--- src/sv/word_cache_lookup_lru_core_assert.svh ---
// assertion macros for the cache rtl
`ifndef WORD_CACHE_LOOKUP_LRU_CORE_ASSERT_SVH
`define WORD_CACHE_LOOKUP_LRU_CORE_ASSERT_SVH

// same-cycle implication, sampled on clk, off during rst
`define WCL_ASSERT_NOW(lbl, ante, cons, msg) \
  lbl: assert property (@(posedge clk) disable iff (rst) (ante) |-> (cons)) \
    else $error(msg);

// next-cycle implication, sampled on clk, off during rst
`define WCL_ASSERT_NEXT(lbl, ante, cons, msg) \
  lbl: assert property (@(posedge clk) disable iff (rst) (ante) |=> (cons)) \
    else $error(msg);

`endif

--- src/sv/wcl_pkg.sv ---
`default_nettype none

package wcl_pkg;

  // field widths
  localparam int ADDR_W  = 32;
  localparam int WORD_W  = 32;
  localparam int TAG_W   = 30;
  localparam int CNT_W   = 32;
  localparam int KIND_W  = 2;
  localparam int SLOG_W  = 4;
  localparam int OUTC_W  = 2;
  localparam int PADDR_W = 3;
  localparam int PDATA_W = 32;

  // default geometry
  localparam int DEF_MAX_SLOTS = 1024;
  localparam int DEF_WAYS      = 4;

  // cache organisation codes
  localparam logic [KIND_W-1:0] KIND_DIRECT = 2'd0;
  localparam logic [KIND_W-1:0] KIND_ASSOC  = 2'd1;
  localparam logic [KIND_W-1:0] KIND_BYPASS = 2'd2;

  // lookup outcome codes
  localparam logic [OUTC_W-1:0] OUT_HIT    = 2'd0;
  localparam logic [OUTC_W-1:0] OUT_COLD   = 2'd1;
  localparam logic [OUTC_W-1:0] OUT_HOT    = 2'd2;
  localparam logic [OUTC_W-1:0] OUT_BYPASS = 2'd3;

  // register select (paddr bit 2)
  localparam logic REG_CACHE_KIND = 1'b0;
  localparam logic REG_SLOT_LOG2  = 1'b1;

  localparam logic [SLOG_W-1:0] SLOG_RESET = 4'd10;

  typedef struct packed {
    logic [ADDR_W-1:0] address;
    logic [WORD_W-1:0] memory_word;
  } wcl_req_t;

  typedef struct packed {
    logic [WORD_W-1:0] read_data;
    logic [OUTC_W-1:0] outcome;
    logic [CNT_W-1:0]  reference_count;
    logic [CNT_W-1:0]  hit_count;
    logic [CNT_W-1:0]  cold_miss_count;
    logic [CNT_W-1:0]  hot_miss_count;
  } wcl_rsp_t;

  // result of one set update
  typedef struct packed {
    logic [OUTC_W-1:0] outcome;
    logic              wr_en;
  } wcl_status_t;

endpackage

`default_nettype wire

--- src/sv/wcl_set_update.sv ---
`default_nettype none

module wcl_set_update #(
  parameter int WAYS   = wcl_pkg::DEF_WAYS,
  parameter int RANK_W = $clog2(wcl_pkg::DEF_WAYS)
) (
  input  wire logic [WAYS*(1+wcl_pkg::TAG_W+wcl_pkg::WORD_W+RANK_W)-1:0] row_in,
  input  wire logic [wcl_pkg::KIND_W-1:0]                                kind,
  input  wire logic [wcl_pkg::TAG_W-1:0]                                 tag,
  input  wire logic [wcl_pkg::WORD_W-1:0]                                word,
  input  wire logic [RANK_W-1:0]                                         dm_way,
  output logic      [WAYS*(1+wcl_pkg::TAG_W+wcl_pkg::WORD_W+RANK_W)-1:0] row_out,
  output logic      [wcl_pkg::WORD_W-1:0]                                read_data,
  output wcl_pkg::wcl_status_t                                           status
);
  import wcl_pkg::*;

  // entry layout, lsb first: rank, word, tag, valid
  localparam int ENT_W  = 1 + TAG_W + WORD_W + RANK_W;
  localparam int WD_LO  = RANK_W;
  localparam int TG_LO  = RANK_W + WORD_W;
  localparam int VL_POS = RANK_W + WORD_W + TAG_W;
  localparam logic [RANK_W-1:0] RANK_MAX = RANK_W'(WAYS - 1);
  localparam logic [RANK_W:0]   RANK_NEW = (RANK_W+1)'(WAYS);

  logic [WAYS-1:0]   ent_valid;
  logic [TAG_W-1:0]  ent_tag  [WAYS];
  logic [WORD_W-1:0] ent_word [WAYS];
  logic [RANK_W-1:0] ent_rank [WAYS];
  logic [WAYS-1:0]   match;

  logic              any_hit;
  logic              any_free;
  logic [RANK_W-1:0] hit_way;
  logic [RANK_W-1:0] free_way;
  logic [RANK_W-1:0] victim_way;
  logic [RANK_W:0]   best_rank;
  logic [RANK_W-1:0] sel_way;
  logic [RANK_W:0]   old_rank;

  // split the row into its ways
  always_comb begin
    for (int i = 0; i < WAYS; i++) begin
      ent_valid[i] = row_in[i*ENT_W + VL_POS];
      ent_tag[i]   = row_in[i*ENT_W + TG_LO +: TAG_W];
      ent_word[i]  = row_in[i*ENT_W + WD_LO +: WORD_W];
      ent_rank[i]  = row_in[i*ENT_W +: RANK_W];
      match[i]     = ent_valid[i] && (ent_tag[i] == tag);
    end
  end

  // lowest matching way, lowest empty way, oldest way
  always_comb begin
    any_hit    = 1'b0;
    any_free   = 1'b0;
    hit_way    = '0;
    free_way   = '0;
    victim_way = '0;
    best_rank  = '0;
    for (int i = WAYS - 1; i >= 0; i--) begin
      if (match[i]) begin
        any_hit = 1'b1;
        hit_way = RANK_W'(i);
      end
      if (!ent_valid[i]) begin
        any_free = 1'b1;
        free_way = RANK_W'(i);
      end
    end
    // strictly greater keeps ties on the lowest way
    for (int i = 0; i < WAYS; i++) begin
      if ({1'b0, ent_rank[i]} > best_rank) begin
        best_rank  = {1'b0, ent_rank[i]};
        victim_way = RANK_W'(i);
      end
    end
  end

  // outcome, returned word and the row to write back
  always_comb begin
    row_out        = row_in;
    read_data      = word;
    status.outcome = OUT_BYPASS;
    status.wr_en   = 1'b0;
    sel_way        = '0;
    old_rank       = '0;
    case (kind)
      KIND_DIRECT: begin
        if (match[dm_way]) begin
          read_data      = ent_word[dm_way];
          status.outcome = OUT_HIT;
        end else begin
          status.outcome = ent_valid[dm_way] ? OUT_HOT : OUT_COLD;
          status.wr_en   = 1'b1;
          // fill leaves the rank field alone
          for (int i = 0; i < WAYS; i++) begin
            if (RANK_W'(i) == dm_way) begin
              row_out[i*ENT_W + VL_POS]         = 1'b1;
              row_out[i*ENT_W + TG_LO +: TAG_W]  = tag;
              row_out[i*ENT_W + WD_LO +: WORD_W] = word;
            end
          end
        end
      end
      KIND_ASSOC: begin
        status.wr_en = 1'b1;
        if (any_hit) begin
          sel_way        = hit_way;
          old_rank       = {1'b0, ent_rank[hit_way]};
          read_data      = ent_word[hit_way];
          status.outcome = OUT_HIT;
        end else if (any_free) begin
          sel_way        = free_way;
          old_rank       = RANK_NEW;
          status.outcome = OUT_COLD;
        end else begin
          sel_way        = victim_way;
          old_rank       = best_rank;
          status.outcome = OUT_HOT;
        end
        // touched way becomes youngest, younger valid ways age by one
        for (int i = 0; i < WAYS; i++) begin
          if (RANK_W'(i) == sel_way) begin
            row_out[i*ENT_W +: RANK_W] = '0;
            if (!any_hit) begin
              row_out[i*ENT_W + VL_POS]         = 1'b1;
              row_out[i*ENT_W + TG_LO +: TAG_W]  = tag;
              row_out[i*ENT_W + WD_LO +: WORD_W] = word;
            end
          end else if (ent_valid[i] && ({1'b0, ent_rank[i]} < old_rank) &&
                       (ent_rank[i] < RANK_MAX)) begin
            row_out[i*ENT_W +: RANK_W] = ent_rank[i] + RANK_W'(1);
          end
        end
      end
      default: begin
      end
    endcase
  end

endmodule

`default_nettype wire

--- config.mk ---
export PLATFORM = sky130hd
export DESIGN_NAME = wcl_set_update
export DESIGN_NICKNAME = d
export VERILOG_FILES = /design/src/sv/word_cache_lookup_lru_core_assert.svh /design/src/sv/wcl_pkg.sv /design/src/sv/wcl_set_update.sv
export SDC_FILE = /design/constraint.sdc
export NUM_CORES = 1
export LEC_CHECK = 0
export BUFFER_PORTS_ARGS = -buffer_cell sky130_fd_sc_hd__buf_2
export CORE_AREA = 8 8 238 240
export DETAILED_ROUTE_END_ITERATION = 6
export DIE_AREA = 0 0 246 248
export PLACE_DENSITY = 0.49
export SLEW_MARGIN = 5
export SYNTH_ARGS = -nofsm -noshare
export SYNTH_HDL_FRONTEND = slang
export SYNTH_SLANG_ARGS = --single-unit
--- constraint.sdc ---
create_clock -name vclk -period 5.5
set_input_delay 0.55 -clock vclk [all_inputs]
set_output_delay 0.55 -clock vclk [all_outputs]
set_load 0.02 [all_outputs]
Word-level counts from Yosys, hierarchy flattened

Index checks and enable logic that the tools add are counted.

Flip-flop bits (word level): 0
Logic and storage cells: 130
Input bits: 326
Output and inout bits: 295

Add/sub/neg operators: 4
Mux-type cells: 83
Magnitude comparators: 15
Reductions and logical operators: 15
Equal/unequal tests: 11
Bitwise gates (word level): 2

Operators with widths:

| operator            | count |
|---|---|
| $mux 63             | 16 |
| $pmux 63 s2         | 4 |
| $mux 32             | 6 |
| $bmux 32 s2         | 2 |
| $eq 30x30->1        | 4 |
| $mux 2              | 32 |
| $pmux 32 s2         | 1 |
| $mux 3              | 6 |
| $logic_and 1x1->1   | 12 |
| $lt 2x3->1          | 4 |
| $mux 1              | 12 |
| $gt 2x3->1          | 3 |
| $add 2x1->2 const B | 4 |
| $eq 2x2->1 const A  | 4 |
| $lt 2x2->1 const B  | 4 |
| $ge 3x3->1 const B  | 2 |
| $logic_not 2->1     | 3 |
| $not 2->3           | 2 |
| $pmux 3 s2          | 1 |
| $bmux 1 s2          | 2 |
| $bmux 2 s2          | 1 |
| $eq 1x2->1 const A  | 2 |
| $lt 2x3->1 const B  | 1 |
| $eq 2x1->1 const B  | 1 |
| $gt 2x1->1 const B  | 1 |

Longest topological paths before layout

Gate-level depths: netlist of the first run.

Depth in word-level cells: 18
Depth in mapped cells: 23
Mapped depth without buffers: 21

Worst setup path before layout of the first run

Ideal clock, no wire load.

Kind: in2out
Start: input port row_in[0] (netlist name)
End: output port row_out[239] (netlist name)
Arrival time: 5424 ps
Setup slack: -474 ps
Stages on the path: 23
Required time: 4950 ps
Path buffers: 2
Cell sequence: inv_1 -> ha_1 -> nand2b_1 -> ha_1 -> nand2b_1 -> o21ai_0 -> mux2_2 -> ha_1 -> o21ba_2 -> or2_2 -> mux2_2 -> ha_1 -> inv_1 -> o22ai_1 -> a41oi_1 -> nand2_1 -> a2111oi_2 -> a21oi_1 -> or2_1 -> buf_2 -> buf_2 -> o22ai_1 -> o21ai_0

Longest elaborated chain between the ends: 14

RTL lines:

| element            | RTL line              | RTL |
|---|---|---|
| start: declaration | wcl_set_update.sv:7   | `input wire logic [WAYS*(1+wcl_pkg::TAG_W+wcl_pkg::WORD_W+RANK_W)-1:0] row_in,` |
| $gt 2x1->1         | wcl_set_update.sv:72  | `if ({1'b0, ent_rank[i]} > best_rank) begin` |
| $mux 2 (*)         | wcl_set_update.sv:72  |  |
| $gt 2x3->1         | wcl_set_update.sv:72  |  |
| $mux 3             | wcl_set_update.sv:72  |  |
| $gt 2x3->1         | wcl_set_update.sv:72  |  |
| $mux 3             | wcl_set_update.sv:72  |  |
| $gt 2x3->1         | wcl_set_update.sv:72  |  |
| $mux 2 (*)         | wcl_set_update.sv:72  |  |
| $mux 2 (*)         | wcl_set_update.sv:112 | `end else if (any_free) begin` |
| $mux 2 (*)         | wcl_set_update.sv:107 | `if (any_hit) begin` |
| $mux 2 (*)         | wcl_set_update.sv:87  | `case (kind)` |
| $eq 2x2->1 (*)     | wcl_set_update.sv:123 | `if (RANK_W'(i) == sel_way) begin` |
| $mux 63 (*)        | wcl_set_update.sv:123 |  |
| $pmux 63 s2 (*)    | wcl_set_update.sv:87  |  |
| end: declaration   | wcl_set_update.sv:12  | `output logic [WAYS*(1+wcl_pkg::TAG_W+wcl_pkg::WORD_W+RANK_W)-1:0] row_out,` |

Mark *: on every way between the ends. The rest lies on a longest branch, timed or not. The select of a mux whose other input is x is not followed.

Final worst setup path of the first run

Start: input port row_in[1] (netlist name)
End: output port row_out[84] (netlist name)

Longest elaborated chain between the ends: 14

RTL lines:

| element         | RTL line |
|---|---|
| $gt 2x1->1      | wcl_set_update.sv:72 |
| $mux 2 (*)      | wcl_set_update.sv:72 |
| $gt 2x3->1      | wcl_set_update.sv:72 |
| $mux 3          | wcl_set_update.sv:72 |
| $gt 2x3->1      | wcl_set_update.sv:72 |
| $mux 3          | wcl_set_update.sv:72 |
| $gt 2x3->1      | wcl_set_update.sv:72 |
| $mux 2 (*)      | wcl_set_update.sv:72 |
| $mux 2 (*)      | wcl_set_update.sv:112 |
| $mux 2 (*)      | wcl_set_update.sv:107 |
| $mux 2 (*)      | wcl_set_update.sv:87 |
| $eq 1x2->1 (*)  | wcl_set_update.sv:123 |
| $mux 63 (*)     | wcl_set_update.sv:123 |
| $pmux 63 s2 (*) | wcl_set_update.sv:87 |

Marks and branches as above.

==> results_tabular.tex, run 1 <==
\begin{tabular}{lr}
\hline
Metric & Value \\
\hline
\multicolumn{2}{l}{\textbf{Synth}} \\
\quad Instance count of the mapped netlist & roughly 1,600 \\
\quad Sequential fraction of the synthesis area & 0\% \\
\quad Warnings from Yosys & 0 \\
\quad Mapped Area & $\sim$0.011 mm² \\
\quad Syn\_area\_per\_cell & 6.52 µm² \\
\quad Net count after synthesis & 1,986 \\
\quad Count of different cell masters after synthesis & 62 \\
\multicolumn{2}{l}{\textbf{STA}} \\
\quad Maximum operating frequency & 178 MHz \\
\quad Final slew viol count & 0 \\
\quad Unrepaired setup endpoints after global routing & true \\
\quad Setup TNS & -5310 ps \\
\quad Worst Slack Setup Final & -110 ps \\
\quad Worst slack on hold paths & approximately 1400 ps \\
\quad Worst slew slack as a fraction of its limit & 23.8\% \\
\quad Setup Viol. Count Final & 136 \\
\quad Worst Max-Slew Pin Slew & 1140 ps \\
\quad Clock period minus final worst setup slack & 5610 ps \\
\quad Hold violation count in the final report & 0 \\
\quad Post-route fraction of the period consumed by the critical path & 102\% \\
\multicolumn{2}{l}{\textbf{Finish}} \\
\quad Layout Area Growth over Synthesis & 82.2\% \\
\quad Area occupied by registers & 0 µm² \\
\quad Number of flip-flops and latches & 0 \\
\quad Layout cell share with drive strength beyond 1 & 54.7\% \\
\quad Clock buf count & 0 \\
\quad Final std cell area, no fill & slightly below 0.02 mm² \\
\quad Net total in the final layout & around 2,600 \\
\quad Leading cell type in the layout, fill and taps excluded & sky130\_fd\_sc\_hd\_\_buf\_2 \\
\quad Top library cells by usage in the layout, fill and taps aside & 442 x sky130\_fd\_sc\_hd\_\_buf\_2, 196 x sky130\_fd\_sc\_hd\_\_a21oi\_1, 171 x sky130\_fd\_sc\_hd\_\_buf\_4 \\
\multicolumn{2}{l}{\textbf{Floorplan}} \\
\quad Chip width & between 200 and 250 µm \\
\quad Row cnt & 85 \\
\quad Die height & 248 µm \\
\quad Core region area & 0.0531 mm² \\
\quad Area enclosed by the die boundary & approximately 0.061 mm² \\
\quad Effective utilization at floorplan & 20.2\% \\
\quad Number of top-level pins & 621 \\
\multicolumn{2}{l}{\textbf{Run}} \\
\quad Number of violations of the max-capacitance limit & 0 \\
\multicolumn{2}{l}{\textbf{Setup path}} \\
\quad Type of origin of the critical path & primary input \\
\quad Type of element capturing the critical path & output port \\
\quad Arrival time reported for the critical path endpoint & between 5000 and 6000 ps \\
\quad Worst-path maximum fanout & 27 \\
\quad Type of the worst setup path & primary input to output port \\
\quad Required time of the worst setup path & 4950 ps \\
\multicolumn{2}{l}{\textbf{Routing}} \\
\quad Routed wirelength normalized by instance count & 31.3 µm \\
\quad Routed vias & 18,300 \\
\quad Remaining antenna violation count after routing & 0 \\
\quad Top sig layer & met5 \\
\quad Final WL & 93,400 µm \\
\quad Wl on met1 & 36,300 µm \\
\quad Detail Route met3 WL & 9340 µm \\
\quad First DRT Iteration DRCs & roughly 2,000 \\
\quad Via density & roughly 6.1 \\
\quad Detail Route met2 WL & 43,900 µm \\
\quad Number of remaining DRC errors & 0 \\
\quad Total iterations of the first detailed-routing run & 6 \\
\multicolumn{2}{l}{\textbf{Global routing}} \\
\quad Total global-route track usage & 26.3\% \\
\quad Number of antenna violations at the first check in global routing & 9 \\
\quad Global-route wire length before repair & 122,000 µm \\
\quad Pin count of the biggest net entering global routing & 68 \\
\quad Vias in the first global route & about 17,000 \\
\quad Grt ovf & 0 \\
\multicolumn{2}{l}{\textbf{Clocking}} \\
\quad Number of hold buffers added after cts & 0 \\
\multicolumn{2}{l}{\textbf{Power}} \\
\quad Total Power & 2.32 mW \\
\quad Total leakage power & 7.83 nW \\
\quad Peak supply drop & 0.0626 mV \\
\quad Power per cell area & 119 mW/mm² \\
\multicolumn{2}{l}{\textbf{Placement}} \\
\quad Number of buffers inserted by port buffering & 621 \\
\quad Placement Cell Area & 0.0156 mm² \\
\quad Worst slack at placement & -591 ps \\
\quad Final GP Congestion & 1.01 \\
\quad Dpl hpwl & about 66,000 µm \\
\multicolumn{2}{l}{\textbf{Min path}} \\
\quad Worst min-delay path class & primary input to output port \\
\multicolumn{2}{l}{\textbf{Outcome}} \\
\quad Outcome & finished, violations left \\
\quad Violated checks & negative setup slack \\
\hline
\end{tabular}
==> synthesized netlist by cell type, types with 33 or more instances <==
library cell / n / area [µm²]
sky130_fd_sc_hd__o21a_1: 36 / 270
sky130_fd_sc_hd__a21oi_1: 258 / 1290
sky130_fd_sc_hd__nor2b_1: 33 / 206
sky130_fd_sc_hd__buf_2: 49 / 245
sky130_fd_sc_hd__inv_1: 43 / 161
sky130_fd_sc_hd__mux4_2: 34 / 766
sky130_fd_sc_hd__o22ai_1: 97 / 607
sky130_fd_sc_hd__o221ai_1: 33 / 289
sky130_fd_sc_hd__clkbuf_1: 123 / 462
sky130_fd_sc_hd__nand2_1: 148 / 556
sky130_fd_sc_hd__mux2i_1: 35 / 350
sky130_fd_sc_hd__nand4_1: 54 / 338
sky130_fd_sc_hd__xnor2_1: 117 / 1020
sky130_fd_sc_hd__mux2_2: 36 / 405
sky130_fd_sc_hd__o211ai_1: 68 / 510
sky130_fd_sc_hd__a22oi_1: 96 / 721
sky130_fd_sc_hd__o21ai_0: 134 / 671
==> cell families after synthesis <==
| kind of cell | share of synthesized area [%] |
|---|---|
| fa+ha+maj | 2.10 |
| mux | 14.2 |
| compound gates | 49.6 |
| buf+inv | 8.63 |
| simple gates | 15.5 |
| xor+xnor | 9.90 |
==> metrics by stage <==
| stage | util [%] | instances |
|---|---|---|
| 5_1_grt | 36.7 | 2978 |
| 4_1_cts | 31.2 | 2928 |
| 3_5_place_dp | 29.4 | 2898 |
| 6_report | 36.8 | 2983 |
| 3_3_place_gp | 29.4 | 2898 |
| 2_1_floorplan | - | 1642 |
==> final timing paths <==
kind	slack (ps)	cells after the start	to	start
worst max-delay path	-110	24	row_out[84]	row_in[1]
worst min-delay path	1430	4	row_out[99]	row_in[99]
==> timing repair <==
| item | 4_1_cts | 5_1_grt |
|---|---|---|
| resized for setup | 143 | 593 |
| endpoints found under the setup margin | 258 | 254 |
| gates cloned | 7 | 21 |
| setup buffers | 23 | 27 |
| pin swaps | 24 | 167 |
==> critical path, stage by stage <==
cell,delay [ps]
sky130_fd_sc_hd__buf_8,80
sky130_fd_sc_hd__inv_4,30
sky130_fd_sc_hd__ha_4,150
sky130_fd_sc_hd__nand2b_4,150
sky130_fd_sc_hd__ha_4,280
sky130_fd_sc_hd__nand2b_4,120
sky130_fd_sc_hd__o21ai_2,50
sky130_fd_sc_hd__mux2_4,310
sky130_fd_sc_hd__ha_4,210
sky130_fd_sc_hd__nor2b_4,120
sky130_fd_sc_hd__or2_4,250
sky130_fd_sc_hd__mux2_4,330
sky130_fd_sc_hd__ha_4,280
sky130_fd_sc_hd__inv_4,30
sky130_fd_sc_hd__o22ai_4,190
sky130_fd_sc_hd__a41oi_2,180
sky130_fd_sc_hd__buf_4,190
sky130_fd_sc_hd__buf_4,150
sky130_fd_sc_hd__nand4_1,110
sky130_fd_sc_hd__a21oi_2,100
sky130_fd_sc_hd__a31oi_4,330
sky130_fd_sc_hd__buf_12,240
sky130_fd_sc_hd__mux2_2,380
sky130_fd_sc_hd__buf_2,160
==> final cells by class <==
class / count / area, µm²
Inverter: 43 / 169
Fill cell: 5554 / 33600
Multi-Input combinational cell: 1417 / 11900
Tap cell: 696 / 871
Antenna cell: 10 / 25.0
Timing Repair Buffer: 817 / 6570
==> metal layers <==
layer  track usage [%]  vias up
li1                  -     7710
met1              34.0     8915
met2              44.5     1383
met3              4.50      267
met4              7.11        2
met5                 0        -
==> where the power goes <==
group	leakage, nW	switching [mW]	internal [mW]
sequential	0	0	0
clock	0.0000634	0	0.000000244
combinational	7.83	1.35	0.964
Power figures use the tool's default switching activity.
==> run 2, diff against run 1 <==
CORE_AREA = 2 2 239 241   (was 8 8 238 240)
DIE_AREA = 0 0 241 243   (was 0 0 246 248)
PLACE_DENSITY = 0.45   (was 0.49)
clock period = 5.35 ns   (was 5.5 ns; I/O delays follow)
==> results_tabular.tex, run 2 (same netlist as run 1, synthesis figures left out) <==
\begin{tabular}{lr}
\hline
Metric & Value \\
\hline
\multicolumn{2}{l}{\textbf{Finish}} \\
\quad Area occupied by registers & 0 µm² (unchanged) \\
\quad Fill cell instance count of the final layout & 6,013 (was 5,554) \\
\quad Top library cells by usage in the layout, fill and taps aside & 413 x sky130\_fd\_sc\_hd\_\_buf\_2, 216 x sky130\_fd\_sc\_hd\_\_buf\_4, 186 x sky130\_fd\_sc\_hd\_\_a21oi\_1 (was 442 x sky130\_fd\_sc\_hd\_\_buf\_2, 196 x sky130\_fd\_sc\_hd\_\_a21oi\_1, 171 x sky130\_fd\_sc\_hd\_\_buf\_4) \\
\quad Clock buf count & 0 (unchanged) \\
\quad Leading cell type in the layout, fill and taps excluded & sky130\_fd\_sc\_hd\_\_buf\_2 (unchanged) \\
\quad Layout Utilization & 35.2\% (was 36.8\%) \\
\quad Area occupied by multi-input gates & 0.0118 mm² (was 0.0119 mm²) \\
\quad Number of flip-flops and latches & 0 (unchanged) \\
\quad Final non-filler cell total & 3,058 (was 2,983) \\
\quad Layout cell share with drive strength beyond 1 & 53.9\% (was 54.7\%) \\
\quad Layout Area Growth over Synthesis & 83.9\% (was 82.2\%) \\
\quad Net total in the final layout & 2,642 (was 2,623) \\
\multicolumn{2}{l}{\textbf{Global routing}} \\
\quad Pin count of the biggest net entering global routing & 62 (was 68) \\
\quad Vias in the first global route & 17,300 (was 17,400) \\
\quad Global-route met1 utilization & 35.1\% (was 34.0\%) \\
\quad Number of antenna violations at the first check in global routing & 7 (was 9) \\
\quad Total global-route track usage & 27.7\% (was 26.3\%) \\
\quad Grt ovf & 0 (unchanged) \\
\quad Most used routing layer & met2 (unchanged) \\
\quad Global-route wire length before repair & 122,000 µm (about the same) \\
\quad Met3 Usage GRT & 4.48\% (was 4.50\%) \\
\quad GR met2 Demand/Resource & 47.0\% (was 44.5\%) \\
\multicolumn{2}{l}{\textbf{Min path}} \\
\quad Worst min-delay path class & primary input to output port (unchanged) \\
\quad Beginning of the worst hold path & row\_in[112] (was row\_in[99]) \\
\quad Hold Path Cell Cnt & 4 (unchanged) \\
\quad Worst hold path endpoint & row\_out[112] (was row\_out[99]) \\
\multicolumn{2}{l}{\textbf{Routing}} \\
\quad First DRT Iteration DRCs & 1,833 (was 2,039) \\
\quad Remaining antenna violation count after routing & 0 (unchanged) \\
\quad Number of remaining DRC errors & 0 (unchanged) \\
\quad Routed vias & 18,200 (was 18,300) \\
\quad Total iterations of the first detailed-routing run & 6 (unchanged) \\
\quad Final WL & 91,500 µm (was 93,400 µm) \\
\quad Via density & 5.96 (was 6.13) \\
\quad Routed wirelength normalized by instance count & 29.9 µm (was 31.3 µm) \\
\multicolumn{2}{l}{\textbf{Power}} \\
\quad Power Internal & 1.02 mW (was 0.964 mW) \\
\quad Total Power & 2.42 mW (was 2.32 mW) \\
\quad Peak supply drop & 0.0515 mV (was 0.0626 mV) \\
\quad Total leakage power & 8.00 nW (was 7.83 nW) \\
\quad Sequential Power Share & 0\% (about the same) \\
\quad Power per cell area & 123 mW/mm² (was 119 mW/mm²) \\
\quad Part of the power in the clock network & 0\% (about the same) \\
\quad Switching power summed over all nets & 1.39 mW (was 1.35 mW) \\
\quad Net switching fraction of the power & 57.7\% (was 58.4\%) \\
\quad Combinational fraction of design power & 100.0\% (about the same) \\
\multicolumn{2}{l}{\textbf{Placement}} \\
\quad Worst slack at placement & -408 ps (was -591 ps) \\
\quad Dpl hpwl & 63,300 µm (was 66,100 µm) \\
\quad Number of buffers inserted by port buffering & 621 (unchanged) \\
\quad Placed cells & 2,973 (was 2,898) \\
\quad Final GP Congestion & 0.987 (was 1.01) \\
\multicolumn{2}{l}{\textbf{Outcome}} \\
\quad Violated checks & negative setup slack (unchanged) \\
\quad Outcome & finished, violations left (unchanged) \\
\multicolumn{2}{l}{\textbf{STA}} \\
\quad Worst Max-Slew Pin Slew & 1130 ps (was 1140 ps) \\
\quad Hold violation count in the final report & 0 (unchanged) \\
\quad Maximum operating frequency & roughly 180 MHz \\
\quad Post-route fraction of the period consumed by the critical path & 102\% \\
\quad Worst Slack Setup Final & -134 ps (was -110 ps) \\
\quad Worst slew slack as a fraction of its limit & 24.3\% (was 23.8\%) \\
\quad Final slew viol count & 0 (unchanged) \\
\quad Setup Viol. Count Final & 194 (was 136) \\
\quad Unrepaired setup endpoints after global routing & true (unchanged) \\
\quad Clock period minus final worst setup slack & 5480 ps \\
\multicolumn{2}{l}{\textbf{Floorplan}} \\
\quad Number of top-level pins & 621 (unchanged) \\
\quad Effective utilization at floorplan & 19.1\% (was 20.2\%) \\
\quad Die height & 243 µm (was 248 µm) \\
\quad Core region area & 0.0560 mm² (was 0.0531 mm²) \\
\quad Area enclosed by the die boundary & 0.0586 mm² (was 0.0610 mm²) \\
\quad Row cnt & 87 (was 85) \\
\quad Chip width & 241 µm (was 246 µm) \\
\multicolumn{2}{l}{\textbf{Setup path}} \\
\quad Arrival time reported for the critical path endpoint & 4950 ps (was 5060 ps) \\
\quad Type of element capturing the critical path & output port (unchanged) \\
\quad Worst-path maximum fanout & 6 (was 27) \\
\quad Type of origin of the critical path & primary input (unchanged) \\
\quad Type of the worst setup path & primary input to output port (unchanged) \\
\quad Required time of the worst setup path & 4820 ps (was 4950 ps) \\
\multicolumn{2}{l}{\textbf{Run}} \\
\quad Number of violations of the max-capacitance limit & 0 (unchanged) \\
\hline
\end{tabular}
-- run 2: cell count changes in the layout (fill, tap and decap cells not counted), moves of 10 or more --
cell / change
sky130_fd_sc_hd__buf_12: -11
sky130_fd_sc_hd__o22ai_4: -18
sky130_fd_sc_hd__buf_16: +11
sky130_fd_sc_hd__o22ai_2: +11
sky130_fd_sc_hd__buf_6: +13
sky130_fd_sc_hd__nor2b_1: +17
sky130_fd_sc_hd__nor2b_2: -21
sky130_fd_sc_hd__o21ai_1: +16
sky130_fd_sc_hd__buf_2: -29
sky130_fd_sc_hd__o21ai_2: -23
sky130_fd_sc_hd__buf_4: +45
sky130_fd_sc_hd__a21oi_1: -10
-- run 2: layout make-up --
type / instances / share of cell area, %
diodes: 6 / 0.0762
multi-input cells: 1417 / 59.7
repair buffers: 836 / 34.6
well taps: 756 / 4.80
inverters: 43 / 0.883
-- run 2: per-layer routing --
| metal | routed length (µm) | vias to the layer above |
|---|---|---|
| met5 | 13 | - |
| met4 | 4460 | 2 |
| met3 | 8260 | 276 |
| met2 | 43200 | 1328 |
| met1 | 35500 | 8885 |
| li1 | - | 7739 |
-- run 2: power groups by stage --
stage          combinational [mW]  sequential, mW   clock [mW]
2_1_floorplan                1.02               0            0
3_3_place_gp                 1.86               0            0
3_5_place_dp                 1.86               0            0
4_1_cts                      2.13               0            0
5_1_grt                      2.52               0  0.000000100
6_report                     2.42               0  0.000000151
-- run 2: repair_timing --
item | CTS | global route
buffers inserted | 27 | 25
cloned | 16 | 16
hold buffers | 0 | 0
gates resized for setup | 300 | 408
pin swaps | 84 | 104
setup endpoints to repair | 254 | 255
-- run 2: worst max-delay path, cell delays in order --
cell	delay (ps)
sky130_fd_sc_hd__buf_8	80
sky130_fd_sc_hd__inv_6	30
sky130_fd_sc_hd__ha_4	140
sky130_fd_sc_hd__nand2b_4	150
sky130_fd_sc_hd__ha_4	280
sky130_fd_sc_hd__nand2b_4	120
sky130_fd_sc_hd__o21ai_2	50
sky130_fd_sc_hd__mux2_4	310
sky130_fd_sc_hd__ha_4	160
sky130_fd_sc_hd__o21ba_4	190
sky130_fd_sc_hd__or2_4	250
sky130_fd_sc_hd__mux2_4	320
sky130_fd_sc_hd__ha_4	280
sky130_fd_sc_hd__inv_4	30
sky130_fd_sc_hd__o22ai_4	230
sky130_fd_sc_hd__a41oi_4	170
sky130_fd_sc_hd__a21oi_2	180
sky130_fd_sc_hd__a41oi_2	130
sky130_fd_sc_hd__buf_4	190
sky130_fd_sc_hd__a211oi_4	270
sky130_fd_sc_hd__buf_12	190
sky130_fd_sc_hd__buf_12	120
sky130_fd_sc_hd__buf_16	120
sky130_fd_sc_hd__a21oi_1	60
sky130_fd_sc_hd__a21o_1	190
sky130_fd_sc_hd__buf_6	130
-- run 2: per-stage QoR --
stage	hold WS [ps]	area, µm²	TNS [ps]
after floorplan	1210	11100	0
after global placement	1420	15800	-61630
after detailed placement	1440	15800	-59600
after CTS	1430	17700	-7190
after global routing	1410	19700	-36270
final	1410	19700	-9890
-- run 2: worst max-delay path by stage --
| stage | from | end | slack [ps] | depth (start not counted) |
|---|---|---|---|---|
| floorplan | row_in[0] | row_out[239] | 50 | 23 |
| global placement | row_in[0] | row_out[149] | -390 | 22 |
| detailed placement | row_in[0] | row_out[236] | -410 | 24 |
| CTS | row_in[1] | row_out[38] | -150 | 25 |
| global route | row_in[1] | row_out[258] | -280 | 27 |
| finish | row_in[1] | row_out[40] | -130 | 26 |
==> run 3, diff against run 2 <==
PLACE_DENSITY = 0.47   (was 0.45)
clock period = 4.7 ns   (was 5.35 ns; I/O delays follow)
==> results_tabular.tex, run 3 (same netlist as run 1, synthesis figures left out) <==
\begin{tabular}{lr}
\hline
Metric & Value \\
\hline
\multicolumn{2}{l}{\textbf{Outcome}} \\
\quad Outcome & finished, violations left (unchanged) \\
\quad Violated checks & negative setup slack (unchanged) \\
\multicolumn{2}{l}{\textbf{Routing}} \\
\quad First DRT Iteration DRCs & 1,851 (was 1,833) \\
\quad Routed vias & 19,200 (was 18,200) \\
\quad Routed wirelength normalized by instance count & 28.5 µm (was 29.9 µm) \\
\quad Number of remaining DRC errors & 0 (unchanged) \\
\quad Total iterations of the first detailed-routing run & 6 (unchanged) \\
\quad Via density & 5.92 (was 5.96) \\
\quad Remaining antenna violation count after routing & 0 (unchanged) \\
\quad Final WL & 92,600 µm (was 91,500 µm) \\
\multicolumn{2}{l}{\textbf{Finish}} \\
\quad Leading cell type in the layout, fill and taps excluded & sky130\_fd\_sc\_hd\_\_buf\_4 (was sky130\_fd\_sc\_hd\_\_buf\_2) \\
\quad Final std cell area, no fill & 0.0227 mm² (was 0.0197 mm²) \\
\quad Number of flip-flops and latches & 0 (unchanged) \\
\quad Layout Area Growth over Synthesis & 112\% (was 83.9\%) \\
\quad Layout cell share with drive strength beyond 1 & 61.9\% (was 53.9\%) \\
\quad Top library cells by usage in the layout, fill and taps aside & 369 x sky130\_fd\_sc\_hd\_\_buf\_4, 368 x sky130\_fd\_sc\_hd\_\_buf\_2, 181 x sky130\_fd\_sc\_hd\_\_buf\_6 (was 413 x sky130\_fd\_sc\_hd\_\_buf\_2, 216 x sky130\_fd\_sc\_hd\_\_buf\_4, 186 x sky130\_fd\_sc\_hd\_\_a21oi\_1) \\
\quad Net total in the final layout & 2,828 (was 2,642) \\
\quad Clock buf count & 0 (unchanged) \\
\quad Area occupied by registers & 0 µm² (unchanged) \\
\quad Layout Utilization & 40.5\% (was 35.2\%) \\
\multicolumn{2}{l}{\textbf{STA}} \\
\quad Worst Max-Slew Pin Slew & 1410 ps (was 1130 ps) \\
\quad Maximum operating frequency & 185 MHz \\
\quad Unrepaired setup endpoints after global routing & true (unchanged) \\
\quad Setup Viol. Count Final & 260 (was 194) \\
\quad Clock period minus final worst setup slack & 5400 ps \\
\quad Worst Slack Setup Final & -703 ps (was -134 ps) \\
\quad Hold violation count in the final report & 0 (unchanged) \\
\quad Post-route fraction of the period consumed by the critical path & 115\% \\
\quad Final slew viol count & 0 (unchanged) \\
\quad Worst slack on hold paths & 1270 ps (was 1410 ps) \\
\quad Worst slew slack as a fraction of its limit & 5.58\% (was 24.3\%) \\
\multicolumn{2}{l}{\textbf{Setup path}} \\
\quad Most repeated library cell on the critical path & sky130\_fd\_sc\_hd\_\_ha\_4 (unchanged) \\
\quad Slowest cell on crit path & sky130\_fd\_sc\_hd\_\_mux2\_4 (unchanged) \\
\quad Max incr delay on CP & 330 ps (was 320 ps) \\
\quad Type of the worst setup path & primary input to output port (unchanged) \\
\quad Worst-path maximum fanout & 5 (was 6) \\
\quad Required time of the worst setup path & 4230 ps (was 4820 ps) \\
\quad Arrival time reported for the critical path endpoint & 4930 ps (was 4950 ps) \\
\quad Type of origin of the critical path & primary input (unchanged) \\
\quad Type of element capturing the critical path & output port (unchanged) \\
\multicolumn{2}{l}{\textbf{Floorplan}} \\
\quad Row cnt & 87 (unchanged) \\
\quad Area enclosed by the die boundary & 0.0586 mm² (unchanged) \\
\quad Effective utilization at floorplan & 19.1\% (unchanged) \\
\quad Chip width & 241 µm (unchanged) \\
\quad Core region area & 0.0560 mm² (unchanged) \\
\quad Die height & 243 µm (unchanged) \\
\quad Number of top-level pins & 621 (unchanged) \\
\multicolumn{2}{l}{\textbf{Power}} \\
\quad Part of the power in the clock network & 0\% (about the same) \\
\quad Power per cell area & 135 mW/mm² (was 123 mW/mm²) \\
\quad Power Internal & 1.38 mW (was 1.02 mW) \\
\quad Switching power summed over all nets & 1.67 mW (was 1.39 mW) \\
\quad Total Power & 3.05 mW (was 2.42 mW) \\
\quad Peak supply drop & 0.0679 mV (was 0.0515 mV) \\
\quad Total leakage power & 9.45 nW (was 8.00 nW) \\
\quad Sequential Power Share & 0\% (about the same) \\
\quad Net switching fraction of the power & 54.8\% (was 57.7\%) \\
\quad Combinational fraction of design power & 100.0\% (about the same) \\
\multicolumn{2}{l}{\textbf{Global routing}} \\
\quad Grt ovf & 0 (unchanged) \\
\quad Vias in the first global route & 18,500 (was 17,300) \\
\quad Global-route wire length before repair & 127,000 µm (was 122,000 µm) \\
\quad Number of antenna violations at the first check in global routing & 15 (was 7) \\
\quad Pin count of the biggest net entering global routing & 68 (was 62) \\
\quad Total global-route track usage & 28.6\% (was 27.7\%) \\
\multicolumn{2}{l}{\textbf{Run}} \\
\quad Number of violations of the max-capacitance limit & 0 (unchanged) \\
\multicolumn{2}{l}{\textbf{Placement}} \\
\quad Number of buffers inserted by port buffering & 621 (unchanged) \\
\quad Final GP Congestion & 0.975 (was 0.987) \\
\quad Placement Cell Area & 0.0181 mm² (was 0.0158 mm²) \\
\quad Dpl hpwl & 66,600 µm (was 63,300 µm) \\
\multicolumn{2}{l}{\textbf{Min path}} \\
\quad Worst min-delay path class & primary input to output port (unchanged) \\
\quad Hold Path Cell Cnt & 4 (unchanged) \\
\multicolumn{2}{l}{\textbf{Clocking}} \\
\quad Number of hold buffers added after cts & 0 (unchanged) \\
\hline
\end{tabular}
-- run 3: cell count changes in the layout (fill, tap and decap cells not counted), sizes merged --
| cell | delta |
|---|---|
| diode | +5 |
| clkbuf | -3 |
| buf | +189 |
-- run 3: worst paths after layout --
kind | startpoint | to | slack (ps)
min | row_in[104] | row_out[104] | 1270
max | row_in[1] | row_out[132] | -700
-- run 3: cell type report --
class | count | area, µm²
Fill cell | 5733 | 33300
Tap cell | 756 | 946
Multi-Input combinational cell | 1417 | 12600
Inverter | 43 | 189
Timing Repair Buffer | 1022 | 8920
Antenna cell | 11 | 27.5
-- run 3: per-stage QoR --
step | instances | worst slack [ps] | setup TNS, ps
finish | 3249 | -703 | -149100
global route | 3246 | -793 | -179670
CTS | 3216 | -629 | -134120
detailed placement | 3148 | -920 | -180140
global placement | 3148 | -877 | -168820
floorplan | 1642 | -271 | -36060
-- run 3: metal layers --
metal / routed length (µm) / global-route usage (%)
met1: 34800 / 36.1
met5: 57 / 0
met4: 5510 / 13.3
met3: 8840 / 4.50
met2: 43300 / 47.4
-- run 3: what timing repair did --
item / in CTS / in global routing
setup buffers: 49 / 21
cloned: 20 / 13
setup endpoints to repair: 260 / 260
pin swaps: 126 / 137
gates resized for setup: 446 / 362
-- run 3: worst max-delay path: cells and delay by family --
kind	cells	cell delay (ps)
adders and majority gates	4	880
AOI/OAI and AO/OA	7	950
buffers and inverters	8	1080
and+or+nand+nor	6	870
muxes	2	650
-- run 3: power by group through the flow --
| stage | Combinational, mW | Clock, mW | Sequential, mW |
|---|---|---|---|
| 3_3_place_gp | 2.35 | 0 | 0 |
| 6_report | 3.05 | 0.000000314 | 0 |
| 2_1_floorplan | 1.30 | 0 | 0 |
| 3_5_place_dp | 2.36 | 0 | 0 |
| 5_1_grt | 3.16 | 0.000000228 | 0 |
| 4_1_cts | 2.76 | 0 | 0 |
